===== src/rtl/core/tem_pkg.sv =====
// ============================================================================
// Touch event message encoder package
// Shared types, event codes, message constants and coordinate scaling.
// ============================================================================
package tem_pkg;

  localparam int unsigned FUNC_W  = 3;
  localparam int unsigned RAW_W   = 12;
  localparam int unsigned STAMP_W = 63;
  localparam int unsigned PIX_X_W = 10;
  localparam int unsigned PIX_Y_W = 9;

  // Event kinds
  localparam logic [FUNC_W-1:0] FN_POS_X   = 3'd0;
  localparam logic [FUNC_W-1:0] FN_POS_Y   = 3'd1;
  localparam logic [FUNC_W-1:0] FN_CONTACT = 3'd2;
  localparam logic [FUNC_W-1:0] FN_SYNC    = 3'd3;

  localparam logic [RAW_W-1:0] CONTACT_PRESSED = 12'd1;

  typedef enum logic [1:0] {
    ACT_DOWN = 2'd0,
    ACT_UP   = 2'd1,
    ACT_MOVE = 2'd2
  } action_e;

  // X: q = floor((v-100)*512/2457) via reciprocal, exact for 12-bit v
  localparam logic [RAW_W-1:0] X_OFFSET = 12'd100;
  localparam logic [21:0]      X_RECIP  = 22'd3496107;  // ceil(2^33/2457)
  localparam int unsigned      X_SHIFT  = 24;
  localparam logic [PIX_X_W-1:0] X_BORDER = 10'd25;

  // Y: floor(v*32/273) via reciprocal, exact for 12-bit v
  localparam logic [17:0]      Y_RECIP  = 18'd245821;   // ceil(2^26/273)
  localparam int unsigned      Y_SHIFT  = 21;

  // One pending message, snapshot taken at the sync event
  typedef struct packed {
    logic [STAMP_W-1:0] stamp;
    logic [PIX_X_W-1:0] x;
    logic [PIX_Y_W-1:0] y;
    action_e            act;
  } msg_desc_t;

  function automatic logic [7:0] hdr_byte(input logic [1:0] idx);
    logic [7:0] b;
    case (idx)
      2'd0:    b = 8'h80;
      2'd1:    b = 8'h01;
      default: b = 8'h08;
    endcase
    return b;
  endfunction

  // Size bytes, patched with the summed coordinate encoding length (3..5)
  function automatic logic [7:0] size_byte(input logic [1:0] idx, input logic [2:0] len);
    logic [7:0] b;
    case (idx)
      2'd0:    b = 8'h1a;
      2'd1:    b = 8'h09 + {5'd0, len};
      2'd2:    b = 8'h0a;
      default: b = 8'h03 + {5'd0, len};
    endcase
    return b;
  endfunction

  function automatic logic [7:0] foot_byte(input logic [1:0] idx);
    logic [7:0] b;
    case (idx)
      2'd0:    b = 8'h10;
      2'd1:    b = 8'h00;
      default: b = 8'h18;
    endcase
    return b;
  endfunction

endpackage


===== src/rtl/core/tem_if.sv =====
// ============================================================================
// Touch event message encoder channels
// Valid/ready interfaces for the event input and the message byte output.
// ============================================================================
interface tem_in_if;
  import tem_pkg::*;

  logic               valid;
  logic               ready;
  logic [FUNC_W-1:0]  func;
  logic [RAW_W-1:0]   raw_value;
  logic [STAMP_W-1:0] stamp_ns;

  modport source (output valid, func, raw_value, stamp_ns, input ready);
  modport sink   (input valid, func, raw_value, stamp_ns, output ready);
endinterface

interface tem_out_if;
  logic       valid;
  logic       ready;
  logic [7:0] out_byte;
  logic       last;

  modport source (output valid, out_byte, last, input ready);
  modport sink   (input valid, out_byte, last, output ready);
endinterface


===== src/rtl/core/tem_front.sv =====
// ============================================================================
// Touch event front end
// Accepts events, scales positions, tracks the action, queues sync messages.
// ============================================================================
module tem_front (
  input  logic                clk_i,
  input  logic                rst_ni,
  tem_in_if.sink              evt_i,
  input  logic                full_i,
  output logic                push_o,
  output tem_pkg::msg_desc_t  desc_o
);
  import tem_pkg::*;

  logic [PIX_X_W-1:0] pixel_x_q, pixel_x_d;
  logic [PIX_Y_W-1:0] pixel_y_q, pixel_y_d;
  action_e            action_q, action_d;
  logic               seen_q, seen_d;

  logic               accept;
  logic [RAW_W-1:0]   x_diff;
  logic [33:0]        x_prod;
  logic [PIX_X_W-1:0] x_quot;
  logic [29:0]        y_prod;
  action_e            sync_act;

  assign evt_i.ready = !full_i;
  assign accept      = evt_i.valid && evt_i.ready;

  // X scaling; raw at or below the offset gives zero
  assign x_diff = (evt_i.raw_value > X_OFFSET) ? (evt_i.raw_value - X_OFFSET) : '0;
  assign x_prod = 34'(x_diff) * 34'(X_RECIP);
  assign x_quot = x_prod[X_SHIFT +: PIX_X_W];

  assign y_prod = 30'(evt_i.raw_value) * 30'(Y_RECIP);

  assign sync_act = seen_q ? action_q : ACT_MOVE;

  always_comb begin
    pixel_x_d = pixel_x_q;
    pixel_y_d = pixel_y_q;
    action_d  = action_q;
    seen_d    = seen_q;
    push_o    = 1'b0;
    if (accept) begin
      case (evt_i.func)
        FN_POS_X: begin
          pixel_x_d = (x_quot < X_BORDER) ? '0 : (x_quot - X_BORDER);
        end
        FN_POS_Y: begin
          pixel_y_d = y_prod[Y_SHIFT +: PIX_Y_W];
        end
        FN_CONTACT: begin
          seen_d   = 1'b1;
          action_d = (evt_i.raw_value == CONTACT_PRESSED) ? ACT_DOWN : ACT_UP;
        end
        FN_SYNC: begin
          push_o   = 1'b1;
          action_d = sync_act;
          seen_d   = 1'b0;
        end
        default: ;
      endcase
    end
  end

  assign desc_o.stamp = evt_i.stamp_ns;
  assign desc_o.x     = pixel_x_q;
  assign desc_o.y     = pixel_y_q;
  assign desc_o.act   = sync_act;

  always_ff @(posedge clk_i or negedge rst_ni) begin
    if (!rst_ni) begin
      pixel_x_q <= '0;
      pixel_y_q <= '0;
      action_q  <= ACT_DOWN;
      seen_q    <= 1'b0;
    end else begin
      pixel_x_q <= pixel_x_d;
      pixel_y_q <= pixel_y_d;
      action_q  <= action_d;
      seen_q    <= seen_d;
    end
  end

endmodule


===== src/rtl/core/tem_queue.sv =====
// ============================================================================
// Touch event message queue
// Small register FIFO of message snapshots between front and back ends.
// ============================================================================
module tem_queue #(
  parameter int unsigned Depth = 2
) (
  input  logic                clk_i,
  input  logic                rst_ni,
  input  logic                push_i,
  input  tem_pkg::msg_desc_t  push_data_i,
  output logic                full_o,
  input  logic                pop_i,
  output tem_pkg::msg_desc_t  pop_data_o,
  output logic                empty_o
);
  import tem_pkg::*;

  localparam int unsigned PtrW = (Depth > 1) ? $clog2(Depth) : 1;
  localparam int unsigned CntW = $clog2(Depth + 1);

  msg_desc_t         mem_q [Depth];
  logic [PtrW-1:0]   wr_ptr_q, rd_ptr_q;
  logic [CntW-1:0]   count_q;

  assign full_o     = (count_q == CntW'(Depth));
  assign empty_o    = (count_q == '0);
  assign pop_data_o = mem_q[rd_ptr_q];

  function automatic logic [PtrW-1:0] ptr_inc(input logic [PtrW-1:0] p);
    return (p == PtrW'(Depth - 1)) ? '0 : p + 1'b1;
  endfunction

  always_ff @(posedge clk_i) begin
    if (push_i) mem_q[wr_ptr_q] <= push_data_i;
  end

  always_ff @(posedge clk_i or negedge rst_ni) begin
    if (!rst_ni) begin
      wr_ptr_q <= '0;
      rd_ptr_q <= '0;
      count_q  <= '0;
    end else begin
      if (push_i) wr_ptr_q <= ptr_inc(wr_ptr_q);
      if (pop_i)  rd_ptr_q <= ptr_inc(rd_ptr_q);
      if (push_i && !pop_i)      count_q <= count_q + 1'b1;
      else if (pop_i && !push_i) count_q <= count_q - 1'b1;
    end
  end

`ifndef SYNTH
  a_no_overflow: assert property (@(posedge clk_i) disable iff (!rst_ni)
    push_i |-> !full_o) else $error("queue push while full");
  a_no_underflow: assert property (@(posedge clk_i) disable iff (!rst_ni)
    pop_i |-> !empty_o) else $error("queue pop while empty");
  a_count_bound: assert property (@(posedge clk_i) disable iff (!rst_ni)
    count_q <= CntW'(Depth)) else $error("queue count out of range");
`endif

endmodule


===== src/rtl/core/tem_back.sv =====
// ============================================================================
// Touch event message serializer
// Turns a queued snapshot into message bytes, one per cycle while not stalled.
// ============================================================================
module tem_back (
  input  logic                clk_i,
  input  logic                rst_ni,
  input  logic                empty_i,
  input  tem_pkg::msg_desc_t  desc_i,
  output logic                pop_o,
  tem_out_if.source           msg_o
);
  import tem_pkg::*;

  typedef enum logic [2:0] {
    S_IDLE, S_HDR, S_STAMP, S_SIZE, S_TAG, S_ULEB, S_FOOT, S_ACT
  } state_e;

  localparam logic [1:0] CI_LAST = 2'd2;  // third coordinate, always zero

  state_e             st_q, st_d;
  logic [1:0]         cnt_q, cnt_d;
  logic [1:0]         ci_q, ci_d;
  logic [STAMP_W-1:0] stamp_q, stamp_d;
  logic               max_q, max_d;
  logic [PIX_X_W-1:0] x_q, x_d;
  logic [PIX_Y_W-1:0] y_q, y_d;
  action_e            act_q, act_d;
  logic [PIX_X_W-1:0] val_q, val_d;
  logic               out_valid_q;
  logic [7:0]         out_byte_q;
  logic               out_last_q;

  logic               adv, emit, take, last_d, more;
  logic [7:0]         byte_d;
  logic [2:0]         len;

  assign adv   = !out_valid_q || msg_o.ready;
  assign pop_o = adv && take;
  // one byte per coordinate, plus one each for x and y above 127
  assign len   = 3'd3 + {2'b0, |x_q[PIX_X_W-1:7]} + {2'b0, |y_q[PIX_Y_W-1:7]};

  always_comb begin
    st_d    = st_q;
    cnt_d   = cnt_q;
    ci_d    = ci_q;
    stamp_d = stamp_q;
    max_d   = max_q;
    x_d     = x_q;
    y_d     = y_q;
    act_d   = act_q;
    val_d   = val_q;
    emit    = 1'b1;
    take    = 1'b0;
    last_d  = 1'b0;
    byte_d  = '0;
    more    = 1'b0;
    case (st_q)
      S_IDLE: begin
        emit = 1'b0;
        if (!empty_i) begin
          take    = 1'b1;
          stamp_d = desc_i.stamp;
          max_d   = &desc_i.stamp;
          x_d     = desc_i.x;
          y_d     = desc_i.y;
          act_d   = desc_i.act;
          cnt_d   = '0;
          st_d    = S_HDR;
        end
      end
      S_HDR: begin
        byte_d = hdr_byte(cnt_q);
        cnt_d  = cnt_q + 2'd1;
        if (cnt_q == 2'd2) st_d = S_STAMP;
      end
      S_STAMP: begin
        more    = |stamp_q[STAMP_W-1:7];
        byte_d  = max_q ? 8'h00 : {more, stamp_q[6:0]};
        stamp_d = stamp_q >> 7;
        cnt_d   = '0;
        if (max_q || !more) st_d = S_SIZE;
      end
      S_SIZE: begin
        byte_d = size_byte(cnt_q, len);
        cnt_d  = cnt_q + 2'd1;
        if (cnt_q == 2'd3) begin
          ci_d = '0;
          st_d = S_TAG;
        end
      end
      S_TAG: begin
        byte_d = {3'b000, ci_q + 2'd1, 3'b000};
        case (ci_q)
          2'd0:    val_d = x_q;
          2'd1:    val_d = {1'b0, y_q};
          default: val_d = '0;
        endcase
        st_d = S_ULEB;
      end
      S_ULEB: begin
        more   = |val_q[PIX_X_W-1:7];
        byte_d = {more, val_q[6:0]};
        val_d  = val_q >> 7;
        if (!more) begin
          if (ci_q == CI_LAST) begin
            cnt_d = '0;
            st_d  = S_FOOT;
          end else begin
            ci_d = ci_q + 2'd1;
            st_d = S_TAG;
          end
        end
      end
      S_FOOT: begin
        byte_d = foot_byte(cnt_q);
        cnt_d  = cnt_q + 2'd1;
        if (cnt_q == 2'd2) st_d = S_ACT;
      end
      S_ACT: begin
        byte_d = {6'd0, act_q};
        last_d = 1'b1;
        st_d   = S_IDLE;
      end
      default: begin
        emit = 1'b0;
        st_d = S_IDLE;
      end
    endcase
  end

  always_ff @(posedge clk_i or negedge rst_ni) begin
    if (!rst_ni) begin
      st_q        <= S_IDLE;
      cnt_q       <= '0;
      ci_q        <= '0;
      stamp_q     <= '0;
      max_q       <= 1'b0;
      x_q         <= '0;
      y_q         <= '0;
      act_q       <= ACT_DOWN;
      val_q       <= '0;
      out_valid_q <= 1'b0;
      out_byte_q  <= '0;
      out_last_q  <= 1'b0;
    end else if (adv) begin
      st_q        <= st_d;
      cnt_q       <= cnt_d;
      ci_q        <= ci_d;
      stamp_q     <= stamp_d;
      max_q       <= max_d;
      x_q         <= x_d;
      y_q         <= y_d;
      act_q       <= act_d;
      val_q       <= val_d;
      out_valid_q <= emit;
      out_byte_q  <= byte_d;
      out_last_q  <= last_d;
    end
  end

  assign msg_o.valid    = out_valid_q;
  assign msg_o.out_byte = out_byte_q;
  assign msg_o.last     = out_last_q;

`ifndef SYNTH
  a_last_is_action: assert property (@(posedge clk_i) disable iff (!rst_ni)
    (out_valid_q && out_last_q) |-> (out_byte_q[7:2] == 6'd0 && out_byte_q[1:0] != 2'b11))
    else $error("final byte is not an action code");
  a_pop_starts_msg: assert property (@(posedge clk_i) disable iff (!rst_ni)
    pop_o |=> (st_q == S_HDR && !out_valid_q))
    else $error("dequeue did not start a message");
  a_hold_on_stall: assert property (@(posedge clk_i) disable iff (!rst_ni)
    (out_valid_q && !msg_o.ready) |=>
      (out_valid_q && $stable(out_byte_q) && $stable(out_last_q)))
    else $error("output changed while stalled");
`endif

endmodule


===== src/rtl/core/touch_event_message_encoder_core.sv =====
// ============================================================================
// Touch event message encoder core
// Scales touch positions, tracks contact state, serializes sync messages.
// ============================================================================
//
//  channel | dir | payload              | role
//  --------+-----+----------------------+----------------------------------
//  evt_i   | in  | func, raw_value,     | classified touch events
//          |     | stamp_ns             |
//  msg_o   | out | out_byte, last       | serialized message, one byte per
//          |     |                      | transaction, last on final byte
//
//  Position, contact and ignored events are absorbed in the front end.
//  A sync event takes a dequeue step plus 18..28 bytes; the
//  serializer sets the rate: one byte per cycle unless msg_o stalls.
//  Up to QueueDepth sync snapshots wait between front and back, so events
//  keep flowing while a message drains; evt_i stalls only when it is full.
//  Reset clears positions to 0, the action to DOWN and empties the queue.
//  Output is registered; a stalled msg_o holds the current byte.
//
module touch_event_message_encoder_core #(
  parameter int unsigned QueueDepth = 2
) (
  input  logic       clk_i,
  input  logic       rst_ni,
  tem_in_if.sink     evt_i,
  tem_out_if.source  msg_o
);
  import tem_pkg::*;

  // Front/back handoff
  logic      push, full, pop, empty;
  msg_desc_t push_desc, pop_desc;

  // Front end: state update on each recognised event, snapshot on sync
  tem_front u_front (
    .clk_i  (clk_i),
    .rst_ni (rst_ni),
    .evt_i  (evt_i),
    .full_i (full),
    .push_o (push),
    .desc_o (push_desc)
  );

  // Decoupling queue of message snapshots
  tem_queue #(
    .Depth (QueueDepth)
  ) u_queue (
    .clk_i       (clk_i),
    .rst_ni      (rst_ni),
    .push_i      (push),
    .push_data_i (push_desc),
    .full_o      (full),
    .pop_i       (pop),
    .pop_data_o  (pop_desc),
    .empty_o     (empty)
  );

  // Back end: byte serializer with registered output
  tem_back u_back (
    .clk_i   (clk_i),
    .rst_ni  (rst_ni),
    .empty_i (empty),
    .desc_i  (pop_desc),
    .pop_o   (pop),
    .msg_o   (msg_o)
  );

endmodule


===== src/flat_wrapper.sv =====
// flat-port wrapper written by rule: the top's interface ports become plain ports
module touch_event_message_encoder_core_flat import tem_pkg::*;
#(
  parameter int unsigned QueueDepth = 2
)
  (clk_i, rst_ni, evt_i_valid, evt_i_func, evt_i_raw_value, evt_i_stamp_ns, evt_i_ready, msg_o_valid, msg_o_out_byte, msg_o_last, msg_o_ready);
  tem_in_if evt_i_i ();
  tem_out_if msg_o_i ();
  input  logic clk_i;
  input  logic rst_ni;
  input wire logic [$bits(evt_i_i.valid)-1:0] evt_i_valid;
  input wire logic [$bits(evt_i_i.func)-1:0] evt_i_func;
  input wire logic [$bits(evt_i_i.raw_value)-1:0] evt_i_raw_value;
  input wire logic [$bits(evt_i_i.stamp_ns)-1:0] evt_i_stamp_ns;
  output wire logic [$bits(evt_i_i.ready)-1:0] evt_i_ready;
  output wire logic [$bits(msg_o_i.valid)-1:0] msg_o_valid;
  output wire logic [$bits(msg_o_i.out_byte)-1:0] msg_o_out_byte;
  output wire logic [$bits(msg_o_i.last)-1:0] msg_o_last;
  input wire logic [$bits(msg_o_i.ready)-1:0] msg_o_ready;
  assign evt_i_i.valid = evt_i_valid;
  assign evt_i_i.func = evt_i_func;
  assign evt_i_i.raw_value = evt_i_raw_value;
  assign evt_i_i.stamp_ns = evt_i_stamp_ns;
  assign evt_i_ready = evt_i_i.ready;
  assign msg_o_valid = msg_o_i.valid;
  assign msg_o_out_byte = msg_o_i.out_byte;
  assign msg_o_last = msg_o_i.last;
  assign msg_o_i.ready = msg_o_ready;
  touch_event_message_encoder_core #(.QueueDepth(QueueDepth)) u_core (.clk_i(clk_i), .rst_ni(rst_ni), .evt_i(evt_i_i), .msg_o(msg_o_i));
endmodule

===== config.mk =====
export PLATFORM = sky130hd
export DESIGN_NAME = touch_event_message_encoder_core_flat
export DESIGN_NICKNAME = d
export VERILOG_FILES = /design/src/rtl/core/tem_pkg.sv /design/src/rtl/core/tem_if.sv /design/src/rtl/core/tem_front.sv /design/src/rtl/core/tem_queue.sv /design/src/rtl/core/tem_back.sv /design/src/rtl/core/touch_event_message_encoder_core.sv /design/src/flat_wrapper.sv
export SDC_FILE = /design/constraint.sdc
export NUM_CORES = 1
export LEC_CHECK = 0
export BUFFER_PORTS_ARGS = -buffer_cell sky130_fd_sc_hd__buf_4
export CAP_MARGIN = 15
export CORE_MARGIN = 10
export CORE_UTILIZATION = 48
export CTS_CLUSTER_SIZE = 12
export DETAILED_ROUTE_END_ITERATION = 10
export PLACE_DENSITY = 0.65
export SYNTH_ARGS = -nofsm -noshare
export SYNTH_HDL_FRONTEND = slang
export SYNTH_SLANG_ARGS = --single-unit

===== constraint.sdc =====
create_clock -name clk_i -period 7.34 [get_ports clk_i]
set_input_delay 1.468 -clock clk_i [delete_from_list [all_inputs] [get_ports clk_i]]
set_output_delay 1.468 -clock clk_i [all_outputs]
set_load 0.02 [all_outputs]

==> flow_summary.ini <==
[logic_synthesis]
synth_enable_flop_cells = 168
synth_top_area_share_pct = 26.02
synth_nets = 2174
ys_ff_latch = 306
syn-cell-area_um2 = 19390
synth_warnings = 0
ys_types = 69
synth_area_leader_cell = edfxtp_1
syn-mean-instance-area_um2 = 10.92
ys.flop_type = edfxtp_1
synth.top_cells.by_count = inv_1, ha_1, nand2_1
ys_seq_area_share_pct = 43.83
async_reset_ff_share_pct = 45.10
yosysMostFrequentCell = inv_1
synth.area.top_cells = edfxtp_1, dfrtp_1, ha_1
synth_cells = 1776

[critical_path]
crit_slowest_cell = fa_1
cp_top_family = adder cells
worst-path-buf-inv = 9
worstPathMaxFanout = 6
slowest_delay_ps = 520
crit_required_ps = 7770
timing.reg2reg.setup_slack_ps = 3900
worst_ep_arrival_time_ps = 7800
critPathLaunchType = input pin
cp_common_cell = ha_4
worstSetupPathType = input pin to register
timing.rr.end = u_core.u_back.max_q
end_kind = register
worstRegToRegCells = 6
timing.rr.start = u_core.u_queue.rd_ptr_q

[job]
max_cap_violations = 0

[finish]
num_antenna_cells = 0
fin_cells = 2552
final_nets = 2400
drive_gt1_share_pct = 18.89
syn_to_final_growth_pct = 19.66
final_area_um2 = 23200
fillers = 3425
finalCoreUtilization_pct = 58.26

[die]
fp.dieArea_um2 = 48830
design.portCount = 93
rows = 73
die_y_um = 221.0
die_w_um = 221.0
core_area_um2 = 39820
initial_core_util_pct = 48.69

[hold_path]
hp-start = u_core.u_front.action_q[0]
hold_path_depth = 2
hold_class = register to register
hold-path-endpoint = u_core.u_front.action_q[0]

[placement]
portBuffers = 92
gp_congestion = 0.8887
place_hpwl_mm = 34.59
placed_area_um2 = 21840
place_inst = 2472

[timing]
fin_crit_sh_pct = 100.4
max_slew_margin_pct = 28.19
worstMarginPinSlew_ps = 1077
slew_violations = 0
hold_violations = 0
setup_viol = 8
rsz0062_at_grt = true
fmax_ghz = 0.1357
post-route-min-period_ps = 7371
hold_ws_ps = 461.0
skew_ps = 23.40
timing.final.ws_setup_ps = -31.34

[routing]
vias = 13328
drt-wirelength-per-cell_um = 17.43
antenna_left = 0
drtPass1Iterations = 5
routed_wl_mm = 44.49
drc = 0
vias_per_cell = 5.223
drt_iter0_markers = 978

[global_route]
grt_usage_pct = 18.10
grt_pass1_wl_mm = 73.34
grt_start_max_net_pins = 120
first_global_vias = 13944
grt_overflow = 0
antenna_found_initial = 0

[clock_tree]
cts_buffers = 31
cts_hold_buf = 0
clk_pin_slew_ps = 60
htree_levels = 1
cts_root_buf = clkbuf_16
clock_path_buffers = 3
cts.sink_count = 306
clk_latency_ps = 570
tritoncts = built

[power]
p_total_mw = 10.84
ir_drop_mv = 0.3670
total_leakage_power_nw = 10.82
power_density_nw_per_um2 = 467.3

[run_status]
violations = setup timing
status = finished with violations
timing repair:
item,in CTS,in global routing
cloned,1,0
buffers inserted,17,5
pin swaps,44,12
setup endpoints to repair,9,10
gates resized for setup,33,20
state kept, by name, indices dropped and copies added (netlist names), 8 cells and up:
signal	flops
u_core.u_back.y_q	9
u_core.u_queue.mem_q	168
u_core.u_front.pixel_x_q	10
u_core.u_back.val_q	10
u_core.u_back.msg_o.out_byte	8
u_core.u_back.x_q	10
u_core.u_front.pixel_y_q	9
u_core.u_back.stamp_q	63
per-layer routing:
layer	vias up	routed length, um	GRT usage, %
met4	0	888	4.271
met3	59	1693	1.687
met5	-	0	0
met1	6447	20050	24.10
li1	6539	-	-
met2	283	21860	31.22
power breakdown:
group          total (mW)  switching (mW)  internal, mW
logic                6.79            3.56          3.23
clock network        1.43           0.632         0.795
registers            2.63           0.381          2.24
total                10.8            4.57          6.27
cells in the final DEF, fill, tap and decap left out, drive strengths merged, types with 4 or more instances in the layout:
cell type    n
and2         8
xnor2       23
edfxtp     168
nor2        55
nor3        18
nand2b       7
a22oi       11
xor2        12
a221oi       4
a31oi        5
o21ai      181
nand3       19
nand2      209
o211ai       4
inv        267
or3          6
and3         7
a21oi       30
a21boi       5
nand4       12
o21a         7
clkinv       4
nor3b        5
nor2b        6
nor4        32
buf        247
o31ai       15
ha         211
a21o        14
dfrtp      138
or2          6
a221o        4
fa         105
clkbuf      52
mux2i       85
how the worst max path moves through the flow:
stage,start,to,slack [ps],cells after the start
2_1_floorplan,evt_i_raw_value[3],u_core.u_front.pixel_x_q[8],-430,28
4_1_cts,evt_i_raw_value[3],u_core.u_front.pixel_x_q[3],0.6,31
5_1_grt,evt_i_raw_value[3],u_core.u_front.pixel_x_q[7],-330,34
3_5_place_dp,evt_i_raw_value[3],u_core.u_front.pixel_x_q[8],-850,30
3_3_place_gp,evt_i_raw_value[3],u_core.u_front.pixel_x_q[8],-630,29
6_report,evt_i_raw_value[3],u_core.u_front.pixel_x_q[0],-30,34
area by class of cell:
cell class	instances	area, um2	share of cell area (%)
inverters	267	1015	4.374
well taps	525	656.9	2.831
flip-flops and latches	306	8502	36.64
clock buffers	52	854.6	3.683
clock inverters	6	55.05	0.2373
repair buffers	248	1926	8.300
multi-input cells	1148	10190	43.93
worst reg2reg max path, stage by stage (launching register included):
cell	delay, ps
dfrtp_4	900
buf_4	760
mux2i_1	470
nor4_1	390
nand4_1	170
nor4_1	490
a22o_1	200
logic make-up (layout without fill, tap and decap cells):
logic type	after synthesis	count (layout)	share of synthesized area (%)
buffers and inverters	322	573	6.253
AOI/OAI and AO/OA	311	311	9.905
and+or+nand+nor	397	397	9.299
xor gates and xnor gates	35	35	1.581
adders and majority gates	316	316	24.46
muxes	89	89	4.678
DFF	306	306	43.83
through the flow:
| step | setup TNS (ps) | setup slack (ps) |
|---|---|---|
| after floorplan | -1931 | -425.6 |
| after global placement | -5653 | -634.6 |
| after detailed placement | -7672 | -845.4 |
| after CTS | 0 | 0.5933 |
| after global routing | -2914 | -330.2 |
| final | -161.6 | -31.34 |
Note: power is estimated with default switching activity, not from simulation.
